==> config.mk <==
export PLATFORM = sky130hd
export DESIGN_NAME = day_count_difference
export DESIGN_NICKNAME = d
export VERILOG_FILES = /design/src/design/dcd_pkg.sv /design/src/design/dcd_split.sv /design/src/design/day_count_difference.sv
export SDC_FILE = /design/constraint.sdc
export NUM_CORES = 2
export LEC_CHECK = 0
export BUFFER_PORTS_ARGS = -buffer_cell sky130_fd_sc_hd__clkbuf_2
export CAP_MARGIN = 5
export CORE_UTILIZATION = 40
export DETAILED_ROUTE_END_ITERATION = 10
export GPL_TIMING_DRIVEN = 0
export PLACE_DENSITY = 0.6
export SLEW_MARGIN = 20
export SYNTH_ARGS = -nofsm -noshare
export SYNTH_HDL_FRONTEND = slang
export SYNTH_SLANG_ARGS = --single-unit
==> constraint.sdc <==
create_clock -name clk -period 8.2 [get_ports clk]
set_input_delay 0.82 -clock clk [delete_from_list [all_inputs] [get_ports clk]]
set_output_delay 0.82 -clock clk [all_outputs]
set_load 0.005 [all_outputs]
==> src/design/dcd_pkg.sv <==
// shared widths, constants, types and tables for the day count difference pipeline
`default_nettype none

package dcd_pkg;

  // port widths
  localparam int JDN_W  = 23;
  localparam int MODE_W = 2;
  localparam int CNT_W  = 23;

  // pipeline stages, numbered from the input side
  localparam int STAGES      = 13;
  localparam int ST_ORDER    = 1;
  localparam int ST_CENT_EST = 2;
  localparam int ST_CENT_REM = 3;
  localparam int ST_CENT     = 4;
  localparam int ST_YR_EST   = 5;
  localparam int ST_YR_REM   = 6;
  localparam int ST_YR       = 7;
  localparam int ST_DOY      = 8;
  localparam int ST_MON_EST  = 9;
  localparam int ST_DATE     = 10;
  localparam int ST_DAYS     = 11;
  localparam int ST_SUM      = 12;
  localparam int ST_OUT      = 13;

  // internal widths
  localparam int A_W       = 24;  // day number plus offset
  localparam int X1_W      = 26;  // four times that
  localparam int CE_PROD_W = 35;  // century estimate product
  localparam int CENT_W    = 8;
  localparam int RC0_W     = 19;  // century remainder before correction
  localparam int A2_W      = 16;  // day within the 400 year cycle
  localparam int AP1_W     = 17;
  localparam int YP_W      = 37;  // year estimate product
  localparam int X2_W      = 28;
  localparam int YR_W      = 7;
  localparam int RY0_W     = 22;
  localparam int QD_W      = 18;
  localparam int A3F_W     = 17;
  localparam int A3_W      = 10;  // day within the shifted year
  localparam int X3_W      = 17;
  localparam int MO_W      = 4;
  localparam int DBM_W     = 9;
  localparam int DAY_W     = 5;
  localparam int MON_W     = 4;
  localparam int YEAR_W    = 15;  // year plus a bias, never negative
  localparam int DM_W      = 5;
  localparam int DY_W      = 16;
  localparam int SUM_W     = 26;

  // calendar split constants
  localparam int JDN_OFFSET = 68569;
  localparam int CENT_DAYS  = 146097;
  localparam int CENT_RECIP = 459;      // floor(2^26 / 146097)
  localparam int YR_SCALE   = 4000;
  localparam int YR_DAYS    = 1461001;
  localparam int YR_RECIP   = 732000;   // 4000 * floor(2^28 / 1461001)
  localparam int QUAD_DAYS  = 1461;
  localparam int DOY_BIAS   = 31;
  localparam int MON_SCALE  = 80;
  localparam int MON_DAYS   = 2447;
  localparam int MONTHS     = 12;
  localparam int MO_WRAP    = 11;
  localparam int MON_SHIFT  = 2;
  localparam int CENTURY    = 100;
  localparam int CENT_BIAS  = 3;        // keeps the biased year a multiple of 400 apart

  // day count constants
  localparam int DAY_30      = 30;
  localparam int DAY_31      = 31;
  localparam int FEB_MONTH   = 2;
  localparam int FEB_LAST    = 28;
  localparam int LEAP_LAST   = 29;
  localparam int DAYS_MONTH  = 30;
  localparam int DAYS_YEAR   = 360;
  localparam int CNT_MAX     = 4194303;
  localparam int CNT_MIN     = -4194304;

  // convention codes
  localparam logic [MODE_W-1:0] MODE_30_360 = 2'd0;
  localparam logic [MODE_W-1:0] MODE_30E    = 2'd1;
  localparam logic [MODE_W-1:0] MODE_30U    = 2'd2;
  localparam logic [MODE_W-1:0] MODE_ACTUAL = 2'd3;

  typedef logic [STAGES:1] ld_t;

  typedef struct packed {
    logic [DAY_W-1:0]  day;
    logic [MON_W-1:0]  mon;
    logic [YEAR_W-1:0] year;
    logic              leap;
  } date_t;

  typedef struct packed {
    logic              eq;
    logic              flip;
    logic [MODE_W-1:0] mode;
    logic [JDN_W-1:0]  act;
  } side_t;

  // days before the shifted month: floor(2447 * mo / 80)
  function automatic logic [DBM_W-1:0] days_before(input logic [MO_W-1:0] mo);
    logic [DBM_W-1:0] d;
    case (mo)
      4'd0:    d = 9'd0;
      4'd1:    d = 9'd30;
      4'd2:    d = 9'd61;
      4'd3:    d = 9'd91;
      4'd4:    d = 9'd122;
      4'd5:    d = 9'd152;
      4'd6:    d = 9'd183;
      4'd7:    d = 9'd214;
      4'd8:    d = 9'd244;
      4'd9:    d = 9'd275;
      4'd10:   d = 9'd305;
      4'd11:   d = 9'd336;
      4'd12:   d = 9'd367;
      default: d = 9'd0;
    endcase
    return d;
  endfunction

  // last day of february for the split date
  function automatic logic last_of_feb(input date_t dt);
    logic [DAY_W-1:0] last;
    last = dt.leap ? DAY_W'(LEAP_LAST) : DAY_W'(FEB_LAST);
    return (dt.mon == MON_W'(FEB_MONTH)) && (dt.day == last);
  endfunction

endpackage

`default_nettype wire

==> src/design/dcd_split.sv <==
// pipelined split of a scaled day number into year, month, day and leap flag
`default_nettype none

module dcd_split (
  input  wire logic                     clk,
  input  wire dcd_pkg::ld_t             ld,
  input  wire logic [dcd_pkg::X1_W-1:0] x1,
  output dcd_pkg::date_t                date
);

  // century estimate stage
  logic [dcd_pkg::CE_PROD_W-1:0] ce_prod;
  logic [dcd_pkg::CENT_W-1:0]    qc_nxt, qc_r;
  logic [dcd_pkg::X1_W-1:0]      x1_2r;

  // century remainder stage
  logic [dcd_pkg::X1_W-1:0]   cprod, rc_full;
  logic [dcd_pkg::RC0_W-1:0]  rc0_nxt, rc0_r;
  logic [dcd_pkg::CENT_W-1:0] qc3_r;

  // century correction stage
  logic [dcd_pkg::RC0_W-1:0]  rc;
  logic [dcd_pkg::CENT_W-1:0] cent_nxt, cent4_r;
  logic [dcd_pkg::A2_W-1:0]   a2_nxt, a2_r;

  // year estimate stage
  logic [dcd_pkg::AP1_W-1:0]  ap1;
  logic [dcd_pkg::YP_W-1:0]   x2_full, qy_full;
  logic [dcd_pkg::X2_W-1:0]   x2_nxt, x2_r;
  logic [dcd_pkg::YR_W-1:0]   qy_nxt, qy_r;
  logic [dcd_pkg::A2_W-1:0]   a2_5r;
  logic [dcd_pkg::CENT_W-1:0] cent5_r;

  // year remainder stage
  logic [dcd_pkg::X2_W-1:0]   yprod, ry_full;
  logic [dcd_pkg::RY0_W-1:0]  ry0_nxt, ry0_r;
  logic [dcd_pkg::YR_W-1:0]   qy6_r;
  logic [dcd_pkg::A2_W-1:0]   a2_6r;
  logic [dcd_pkg::CENT_W-1:0] cent6_r;

  // year correction stage
  logic [dcd_pkg::YR_W-1:0]   yr_nxt, yr_r;
  logic [dcd_pkg::A2_W-1:0]   a2_7r;
  logic [dcd_pkg::CENT_W-1:0] cent7_r;

  // day of shifted year stage
  logic [dcd_pkg::QD_W-1:0]   qd;
  logic [dcd_pkg::A3F_W-1:0]  a3_full;
  logic [dcd_pkg::A3_W-1:0]   a3_nxt, a3_r;
  logic [dcd_pkg::YR_W-1:0]   yr8_r;
  logic [dcd_pkg::CENT_W-1:0] cent8_r;

  // month search stage
  logic [dcd_pkg::X3_W-1:0]   x3;
  logic [dcd_pkg::MO_W-1:0]   mo_nxt, mo_r;
  logic [dcd_pkg::A3_W-1:0]   a3_9r;
  logic [dcd_pkg::YR_W-1:0]   yr9_r;
  logic [dcd_pkg::CENT_W-1:0] cent9_r;

  // date assembly stage
  logic [dcd_pkg::A3_W-1:0]   day_full;
  logic                       k;
  logic [dcd_pkg::YR_W-1:0]   r, rr;
  logic [dcd_pkg::CENT_W-1:0] cb, cc;
  logic [dcd_pkg::YEAR_W-1:0] year;
  dcd_pkg::date_t             date_nxt, date_r;

  // century estimate, low by at most one
  always_comb begin
    ce_prod = dcd_pkg::CE_PROD_W'(x1) * dcd_pkg::CE_PROD_W'(dcd_pkg::CENT_RECIP);
    qc_nxt  = ce_prod[dcd_pkg::X1_W +: dcd_pkg::CENT_W];
  end

  always_ff @(posedge clk) begin
    if (ld[dcd_pkg::ST_CENT_EST]) begin
      qc_r  <= qc_nxt;
      x1_2r <= x1;
    end
  end

  // remainder against the estimate
  always_comb begin
    cprod   = dcd_pkg::X1_W'(qc_r) * dcd_pkg::X1_W'(dcd_pkg::CENT_DAYS);
    rc_full = x1_2r - cprod;
    rc0_nxt = rc_full[dcd_pkg::RC0_W-1:0];
  end

  always_ff @(posedge clk) begin
    if (ld[dcd_pkg::ST_CENT_REM]) begin
      rc0_r <= rc0_nxt;
      qc3_r <= qc_r;
    end
  end

  // one correction step; the remainder over four is the day in the cycle
  always_comb begin
    if (rc0_r >= dcd_pkg::RC0_W'(dcd_pkg::CENT_DAYS)) begin
      cent_nxt = qc3_r + dcd_pkg::CENT_W'(1);
      rc       = rc0_r - dcd_pkg::RC0_W'(dcd_pkg::CENT_DAYS);
    end else begin
      cent_nxt = qc3_r;
      rc       = rc0_r;
    end
    a2_nxt = rc[dcd_pkg::A2_W+1:2];
  end

  always_ff @(posedge clk) begin
    if (ld[dcd_pkg::ST_CENT]) begin
      cent4_r <= cent_nxt;
      a2_r    <= a2_nxt;
    end
  end

  // year estimate and scaled dividend
  always_comb begin
    ap1     = dcd_pkg::AP1_W'(a2_r) + dcd_pkg::AP1_W'(1);
    x2_full = dcd_pkg::YP_W'(ap1) * dcd_pkg::YP_W'(dcd_pkg::YR_SCALE);
    qy_full = dcd_pkg::YP_W'(ap1) * dcd_pkg::YP_W'(dcd_pkg::YR_RECIP);
    x2_nxt  = x2_full[dcd_pkg::X2_W-1:0];
    qy_nxt  = qy_full[dcd_pkg::X2_W +: dcd_pkg::YR_W];
  end

  always_ff @(posedge clk) begin
    if (ld[dcd_pkg::ST_YR_EST]) begin
      x2_r    <= x2_nxt;
      qy_r    <= qy_nxt;
      a2_5r   <= a2_r;
      cent5_r <= cent4_r;
    end
  end

  // year remainder
  always_comb begin
    yprod   = dcd_pkg::X2_W'(qy_r) * dcd_pkg::X2_W'(dcd_pkg::YR_DAYS);
    ry_full = x2_r - yprod;
    ry0_nxt = ry_full[dcd_pkg::RY0_W-1:0];
  end

  always_ff @(posedge clk) begin
    if (ld[dcd_pkg::ST_YR_REM]) begin
      ry0_r   <= ry0_nxt;
      qy6_r   <= qy_r;
      a2_6r   <= a2_5r;
      cent6_r <= cent5_r;
    end
  end

  // year correction
  always_comb begin
    if (ry0_r >= dcd_pkg::RY0_W'(dcd_pkg::YR_DAYS)) begin
      yr_nxt = qy6_r + dcd_pkg::YR_W'(1);
    end else begin
      yr_nxt = qy6_r;
    end
  end

  always_ff @(posedge clk) begin
    if (ld[dcd_pkg::ST_YR]) begin
      yr_r    <= yr_nxt;
      a2_7r   <= a2_6r;
      cent7_r <= cent6_r;
    end
  end

  // day within the march based year, biased by 31
  always_comb begin
    qd      = dcd_pkg::QD_W'(yr_r) * dcd_pkg::QD_W'(dcd_pkg::QUAD_DAYS);
    a3_full = dcd_pkg::A3F_W'(a2_7r) + dcd_pkg::A3F_W'(dcd_pkg::DOY_BIAS)
              - dcd_pkg::A3F_W'(qd[dcd_pkg::QD_W-1:2]);
    a3_nxt  = a3_full[dcd_pkg::A3_W-1:0];
  end

  always_ff @(posedge clk) begin
    if (ld[dcd_pkg::ST_DOY]) begin
      a3_r    <= a3_nxt;
      yr8_r   <= yr_r;
      cent8_r <= cent7_r;
    end
  end

  // shifted month: highest month start not above 80 * day
  always_comb begin
    x3     = dcd_pkg::X3_W'(a3_r) * dcd_pkg::X3_W'(dcd_pkg::MON_SCALE);
    mo_nxt = '0;
    for (int m = 1; m <= dcd_pkg::MONTHS; m++) begin
      if (x3 >= dcd_pkg::X3_W'(dcd_pkg::MON_DAYS * m)) begin
        mo_nxt = dcd_pkg::MO_W'(m);
      end
    end
  end

  always_ff @(posedge clk) begin
    if (ld[dcd_pkg::ST_MON_EST]) begin
      mo_r    <= mo_nxt;
      a3_9r   <= a3_r;
      yr9_r   <= yr8_r;
      cent9_r <= cent8_r;
    end
  end

  // day, calendar month, biased year and leap flag
  always_comb begin
    day_full = a3_9r - dcd_pkg::A3_W'(dcd_pkg::days_before(mo_r));
    k        = (mo_r >= dcd_pkg::MO_W'(dcd_pkg::MO_WRAP));
    r        = yr9_r + dcd_pkg::YR_W'(k);
    year     = dcd_pkg::YEAR_W'(cent9_r) * dcd_pkg::YEAR_W'(dcd_pkg::CENTURY)
               + dcd_pkg::YEAR_W'(r);
    cb       = cent9_r + dcd_pkg::CENT_W'(dcd_pkg::CENT_BIAS);
    // year within the century rolls over into the next century
    if (r == dcd_pkg::YR_W'(dcd_pkg::CENTURY)) begin
      rr = '0;
      cc = cb + dcd_pkg::CENT_W'(1);
    end else begin
      rr = r;
      cc = cb;
    end
    date_nxt.day  = day_full[dcd_pkg::DAY_W-1:0];
    date_nxt.mon  = mo_r + dcd_pkg::MO_W'(dcd_pkg::MON_SHIFT)
                    - (k ? dcd_pkg::MO_W'(dcd_pkg::MONTHS) : '0);
    date_nxt.year = year;
    date_nxt.leap = ((rr[1:0] == 2'b00) && (rr != '0))
                    || ((rr == '0) && (cc[1:0] == 2'b00));
  end

  always_ff @(posedge clk) begin
    if (ld[dcd_pkg::ST_DATE]) begin
      date_r <= date_nxt;
    end
  end

  assign date = date_r;

endmodule

`default_nettype wire

==> src/design/day_count_difference.sv <==
// top level of the day count difference pipeline
//
// Input channel: in_first_day_number, in_second_day_number (Julian day
// numbers) and in_mode (0 = 30/360, 1 = 30E/360, 2 = 30U/360 with the
// end-of-February rule, 3 = actual days), transferred when in_valid is high
// and in_stall is low. Result channel: out_day_count, the signed count from
// the first date to the second, transferred when out_valid is high and
// out_stall is low. Equal dates give zero; counts beyond 23 bits saturate.
//
// Throughput is one pair per cycle unless every stage is full and out_stall
// is high: the 13 stages each hold one item and the logic of each is built
// from constant multiplies, adds, subtracts and compares.
//
// Reset clears every stage's valid bit; no clearing pass is needed.
// When the receiver stalls, the result holds on the output and items behind
// it close up into empty stages; in_stall rises only once every stage is full.
`default_nettype none

module day_count_difference (
  input  wire logic                               clk,
  input  wire logic                               rst_n,
  input  wire logic                               in_valid,
  output      logic                               in_stall,
  input  wire logic [dcd_pkg::JDN_W-1:0]          in_first_day_number,
  input  wire logic [dcd_pkg::JDN_W-1:0]          in_second_day_number,
  input  wire logic [dcd_pkg::MODE_W-1:0]         in_mode,
  output      logic                               out_valid,
  input  wire logic                               out_stall,
  output      logic signed [dcd_pkg::CNT_W-1:0]   out_day_count
);

  // pipeline control
  logic [dcd_pkg::STAGES+1:1] rdy;
  logic [dcd_pkg::STAGES:1]   v_nxt, v_r;
  dcd_pkg::ld_t               ld;

  // ordering stage
  logic                       flip;
  logic [dcd_pkg::JDN_W-1:0]  lo, hi;
  logic [dcd_pkg::A_W-1:0]    a_lo, a_hi;
  logic [dcd_pkg::X1_W-1:0]   x1_lo_r, x1_hi_r;
  dcd_pkg::side_t             side_nxt;
  dcd_pkg::side_t             side_r [dcd_pkg::ST_ORDER:dcd_pkg::ST_SUM];

  // split dates
  dcd_pkg::date_t             date_a, date_b;

  // day adjustment stage
  logic                             lf_a, lf_b;
  logic [dcd_pkg::DAY_W-1:0]        d1_nxt, d2_nxt, d1_r, d2_r;
  logic signed [dcd_pkg::DM_W-1:0]  dm_nxt, dm_r;
  logic signed [dcd_pkg::DY_W-1:0]  dy_nxt, dy_r;

  // weighted sum stage
  logic signed [dcd_pkg::SUM_W-1:0] dd, mt, yt, sum_nxt, sum_r;

  // sign and saturation stage
  logic signed [dcd_pkg::SUM_W-1:0] cnt, cnt_s;
  logic signed [dcd_pkg::CNT_W-1:0] res_nxt, out_day_count_r;

  // a stage takes new data when empty or when its contents move on
  always_comb begin
    rdy[dcd_pkg::STAGES+1] = !out_stall;
    for (int i = dcd_pkg::STAGES; i >= 1; i--) begin
      rdy[i] = !v_r[i] || rdy[i+1];
    end
  end

  assign ld       = rdy[dcd_pkg::STAGES:1];
  assign in_stall = !rdy[1];

  // valid bits travel with the data
  always_comb begin
    v_nxt[1] = rdy[1] ? in_valid : v_r[1];
    for (int i = 2; i <= dcd_pkg::STAGES; i++) begin
      v_nxt[i] = rdy[i] ? v_r[i-1] : v_r[i];
    end
  end

  always_ff @(posedge clk) begin
    if (!rst_n) begin
      v_r <= '0;
    end else begin
      v_r <= v_nxt;
    end
  end

  // order the dates and scale both day numbers for the split
  always_comb begin
    flip          = in_first_day_number > in_second_day_number;
    lo            = flip ? in_second_day_number : in_first_day_number;
    hi            = flip ? in_first_day_number : in_second_day_number;
    a_lo          = dcd_pkg::A_W'(lo) + dcd_pkg::A_W'(dcd_pkg::JDN_OFFSET);
    a_hi          = dcd_pkg::A_W'(hi) + dcd_pkg::A_W'(dcd_pkg::JDN_OFFSET);
    side_nxt.eq   = (in_first_day_number == in_second_day_number);
    side_nxt.flip = flip;
    side_nxt.mode = in_mode;
    side_nxt.act  = hi - lo;
  end

  always_ff @(posedge clk) begin
    if (ld[dcd_pkg::ST_ORDER]) begin
      x1_lo_r <= {a_lo, 2'b00};
      x1_hi_r <= {a_hi, 2'b00};
    end
  end

  // side information follows the item down the pipeline
  always_ff @(posedge clk) begin
    if (ld[dcd_pkg::ST_ORDER]) begin
      side_r[dcd_pkg::ST_ORDER] <= side_nxt;
    end
    for (int i = dcd_pkg::ST_CENT_EST; i <= dcd_pkg::ST_SUM; i++) begin
      if (ld[i]) begin
        side_r[i] <= side_r[i-1];
      end
    end
  end

  // calendar split of the earlier and the later date
  dcd_split u_split_a (
    .clk  (clk),
    .ld   (ld),
    .x1   (x1_lo_r),
    .date (date_a)
  );

  dcd_split u_split_b (
    .clk  (clk),
    .ld   (ld),
    .x1   (x1_hi_r),
    .date (date_b)
  );

  // day adjustment by convention, month and year differences
  always_comb begin
    lf_a   = dcd_pkg::last_of_feb(date_a);
    lf_b   = dcd_pkg::last_of_feb(date_b);
    d1_nxt = date_a.day;
    d2_nxt = date_b.day;
    // end-of-february rule
    if ((side_r[dcd_pkg::ST_DATE].mode == dcd_pkg::MODE_30U) && lf_a) begin
      if (lf_b) begin
        d2_nxt = dcd_pkg::DAY_W'(dcd_pkg::DAY_30);
      end
      d1_nxt = dcd_pkg::DAY_W'(dcd_pkg::DAY_30);
    end
    if (side_r[dcd_pkg::ST_DATE].mode == dcd_pkg::MODE_30E) begin
      if (d1_nxt == dcd_pkg::DAY_W'(dcd_pkg::DAY_31)) begin
        d1_nxt = dcd_pkg::DAY_W'(dcd_pkg::DAY_30);
      end
      if (d2_nxt == dcd_pkg::DAY_W'(dcd_pkg::DAY_31)) begin
        d2_nxt = dcd_pkg::DAY_W'(dcd_pkg::DAY_30);
      end
    end else begin
      if (d1_nxt == dcd_pkg::DAY_W'(dcd_pkg::DAY_31)) begin
        d1_nxt = dcd_pkg::DAY_W'(dcd_pkg::DAY_30);
      end
      if ((d2_nxt == dcd_pkg::DAY_W'(dcd_pkg::DAY_31))
          && (d1_nxt == dcd_pkg::DAY_W'(dcd_pkg::DAY_30))) begin
        d2_nxt = dcd_pkg::DAY_W'(dcd_pkg::DAY_30);
      end
    end
    dm_nxt = $signed({1'b0, date_b.mon}) - $signed({1'b0, date_a.mon});
    dy_nxt = $signed({1'b0, date_b.year}) - $signed({1'b0, date_a.year});
  end

  always_ff @(posedge clk) begin
    if (ld[dcd_pkg::ST_DAYS]) begin
      d1_r <= d1_nxt;
      d2_r <= d2_nxt;
      dm_r <= dm_nxt;
      dy_r <= dy_nxt;
    end
  end

  // 30/360 weighted sum
  always_comb begin
    dd      = $signed(dcd_pkg::SUM_W'(d2_r)) - $signed(dcd_pkg::SUM_W'(d1_r));
    mt      = dcd_pkg::SUM_W'(dm_r) * $signed(dcd_pkg::SUM_W'(dcd_pkg::DAYS_MONTH));
    yt      = dcd_pkg::SUM_W'(dy_r) * $signed(dcd_pkg::SUM_W'(dcd_pkg::DAYS_YEAR));
    sum_nxt = dd + mt + yt;
  end

  always_ff @(posedge clk) begin
    if (ld[dcd_pkg::ST_SUM]) begin
      sum_r <= sum_nxt;
    end
  end

  // pick the convention, apply the sign, saturate to the port
  always_comb begin
    if (side_r[dcd_pkg::ST_SUM].mode == dcd_pkg::MODE_ACTUAL) begin
      cnt = $signed(dcd_pkg::SUM_W'(side_r[dcd_pkg::ST_SUM].act));
    end else begin
      cnt = sum_r;
    end
    cnt_s = side_r[dcd_pkg::ST_SUM].flip ? -cnt : cnt;
    if (side_r[dcd_pkg::ST_SUM].eq) begin
      res_nxt = '0;
    end else if (cnt_s > $signed(dcd_pkg::SUM_W'(dcd_pkg::CNT_MAX))) begin
      res_nxt = dcd_pkg::CNT_W'(dcd_pkg::CNT_MAX);
    end else if (cnt_s < $signed(dcd_pkg::SUM_W'(dcd_pkg::CNT_MIN))) begin
      res_nxt = dcd_pkg::CNT_W'(dcd_pkg::CNT_MIN);
    end else begin
      res_nxt = cnt_s[dcd_pkg::CNT_W-1:0];
    end
  end

  always_ff @(posedge clk) begin
    if (ld[dcd_pkg::ST_OUT]) begin
      out_day_count_r <= res_nxt;
    end
  end

  assign out_valid     = v_r[dcd_pkg::ST_OUT];
  assign out_day_count = out_day_count_r;

endmodule

`default_nettype wire

==> impl_metrics.ini <==
[status]
status = finished with violations
violations = DRC

[floorplanning]
die_height_um = 436.7
num_rows = 159
ioPinCount = 77
dieArea_um2 = 190700
die_w_um = 436.7
start_util_pct = 40.25
coreArea_um2 = 187800

[cts]
cts.sinks = 991
clock_latency_ps = 700
cts_root_buf = clkbuf_16
cts.clk_slew.worst_paths_ps = 60
cts_made_buffers = 107
htree_levels = 3
clockBufferDepth = 3
cts_tree = built

[grt]
grt_pass1_vias = 45940
grt_pass1_wl_um = 241100
track_usage_pct = 15.57
grt_max_degree = 80
antenna_found_initial = 3
grt-ovfl-total = 0

[logic_synthesis]
async_flop_share_pct = 0
syn-cell-area_um2 = 75580
yosys.area.top_type = edfxtp_1
synth_nets = 8095
ys_seq_area_share_pct = 39.20
yosys.cell_types.count = 100
synth-edff-count = 978
synth_ff_type = edfxtp_1
ys_seq_elements = 991
synth_top_area_share_pct = 38.85
avgSynthCellArea_um2 = 11.84
syn_inst = 6386
ys_top_cells_by_area = edfxtp_1, ha_1, fa_1, inv_1, xnor2_1
yosysWarningCount = 0

[timing]
fin_crit_ps = 7925
clock_skew_ps = 45.99
slew_headroom_pct = 30.82
setup_tns_ps = 0
finalSetupViolCount = 0
hold_violations = 0
max_freq_ghz = 0.1262
slew_violations = 0
worst_pin_slew_ps = 1038
hold-worst-slack_ps = 386.6
final_min_period_over_clock_period_pct = 96.65

[worst_setup_path]
cp-end-kind = register
startpoint_type = register
crit_fanout = 7
worstSetupPathType = reg -> reg
arrival_ps = 8340
worstPathRequired_ps = 8610

[drt]
postRouteAntennaNets = 0
routedWlPerCell_um = 15.84
vias = 44690
drt_first_pass_iters = 8
routed_via_density = 4.871
route.detailed.drc = 12
wirelength_um = 145300
drtIter0Drc = 2181

[placement]
place_area_um2 = 79480
gp_congestion = 0.8950
dp_hpwl_um = 118800
place.port_buffers = 75

[cells_and_area]
final_cell_mix = inv_1, ha_1, edfxtp_1
drive_above_1_share_pct = 5.660
diodes = 0
nNetsFinal = 8301
final_common_cell = inv_1
num-fill-cells = 17300
area_growth_syn_to_layout_pct = 10.23
design_area_um2 = 83310

[job]
cap_violations = 0

[hold_path]
hp-class = reg -> reg
[metal layers]
metal,vias to the layer above,global-route usage (%),wire length [um]
met5,-,0,0
met4,0,3.598,3069
met3,186,1.714,4769
met2,690,25.47,66420
met1,21650,22.14,71060
li1,22160,-,-
[flip-flops by register name (all words and copies together) (netlist names), 13 cells and up]
register / flops
side_r: 324
sum_r: 26
u_split_a.date: 25
u_split_b.date: 25
x1_hi_r: 24
x1_lo_r: 24
out_day_count: 23
u_split_a.ry0_r: 21
u_split_b.ry0_r: 21
u_split_a.rc0_r: 19
u_split_b.rc0_r: 19
u_split_a.x1_2r: 17
u_split_a.x2_r: 17
u_split_b.x1_2r: 17
u_split_b.x2_r: 17
dy_r: 16
u_split_a.a2_r: 16
u_split_b.a2_r: 16
v_r: 13
[cell families (layout without fill, tap and decap cells)]
family                     after synthesis  count (layout)  synth area share, %
adders and majority gates             1657            1657                33.54
muxes                                   47              47               0.6638
and+or+nand+nor                        987             987                6.219
AOI/OAI and AO/OA                      876             876                7.355
DFF                                    991             991                39.20
buffers and inverters                 1237            1530                6.178
xor gates and xnor gates               591             591                6.848
[worst max-delay path, stage by stage, from the launching register on]
cell and delay [ps]:
edfxtp_1 440, buf_4 170, nand3_1 100, inv_1 50
nand3_1 280, nor3_2 130, xnor2_1 720, inv_2 270
ha_1 410, xor2_1 170, ha_1 300, inv_1 60
fa_1 500, inv_1 50, fa_1 460, fa_1 540
inv_1 60, fa_1 500, inv_1 40, ha_1 200
or4_1 560, a2111oi_4 420, o31ai_1 200, o21a_1 230
o21a_1 210, o21a_1 170, nor2_1 110, xnor2_1 300
[what timing repair did]
item,CTS,global route
resized for setup,10,18
setup endpoints to repair,7,10
pin swaps,1,2
buffers inserted,2,9
hold buffers,0,0
[layout make-up]
| type | instances | area [um2] | area share [%] |
|---|---|---|---|
| timing repair buffer | 98 | 780.7 | 0.9371 |
| inverter | 1165 | 4395 | 5.276 |
| clock inverter | 72 | 812.0 | 0.9747 |
| multi-input combinational | 4158 | 41520 | 49.84 |
| buffer | 71 | 291.5 | 0.3499 |
| tap | 2495 | 3122 | 3.747 |
| sequential | 991 | 29630 | 35.56 |
| clock buffer | 124 | 2763 | 3.316 |
[synthesized netlist by cell type, drive strengths merged (5+ instances only)]
cell type,number
a21oi,280
nor3,102
nor2,296
a221oi,6
fa,615
nand2b,40
o211ai,18
xor2,190
nand3b,6
and2,18
o22ai,8
a311oi,6
buf,18
mux2i,40
o311ai,11
xnor2,401
a31o,9
o31ai,15
a41o,7
nand3,94
or2,14
a21boi,33
o21a,38
a211o,7
edfxtp,978
clkbuf,54
mux2,5
nor3b,5
a31oi,35
or3,15
a21o,89
nand4,33
and4,9
nand2,238
inv,1163
and3,37
ha,1042
dfxtp,13
o21bai,52
nor2b,55
o2111ai,5
nor4,16
o21ai,206
a211oi,22
[stage by stage]
| step | cells | setup slack, ps | utilization, % |
|---|---|---|---|
| final | 9174 | 275.0 | 44.36 |
| after floorplan | 6386 | 980.1 | - |
| after detailed placement | 8968 | -1372 | 42.32 |
| after global routing | 9174 | -12.81 | 44.36 |
| after global placement | 8956 | -1265 | 42.11 |
| after CTS | 9166 | 15.61 | 44.27 |
[worst paths after layout]
path         slack (ps)  depth (start not counted)                end              start
min                 390                          0      side_r[0][85]      side_r[0][58]
min reg2reg         390                          0      side_r[0][85]      side_r[0][58]
max                 270                         27  u_split_a.qy_r[2]  u_split_a.a2_r[1]
max reg2reg         270                         27  u_split_a.qy_r[2]  u_split_a.a2_r[1]
Power is left out: the tool's default activity adds up to more than one toggle a clock period on the data nets, which glitch-free logic cannot reach.
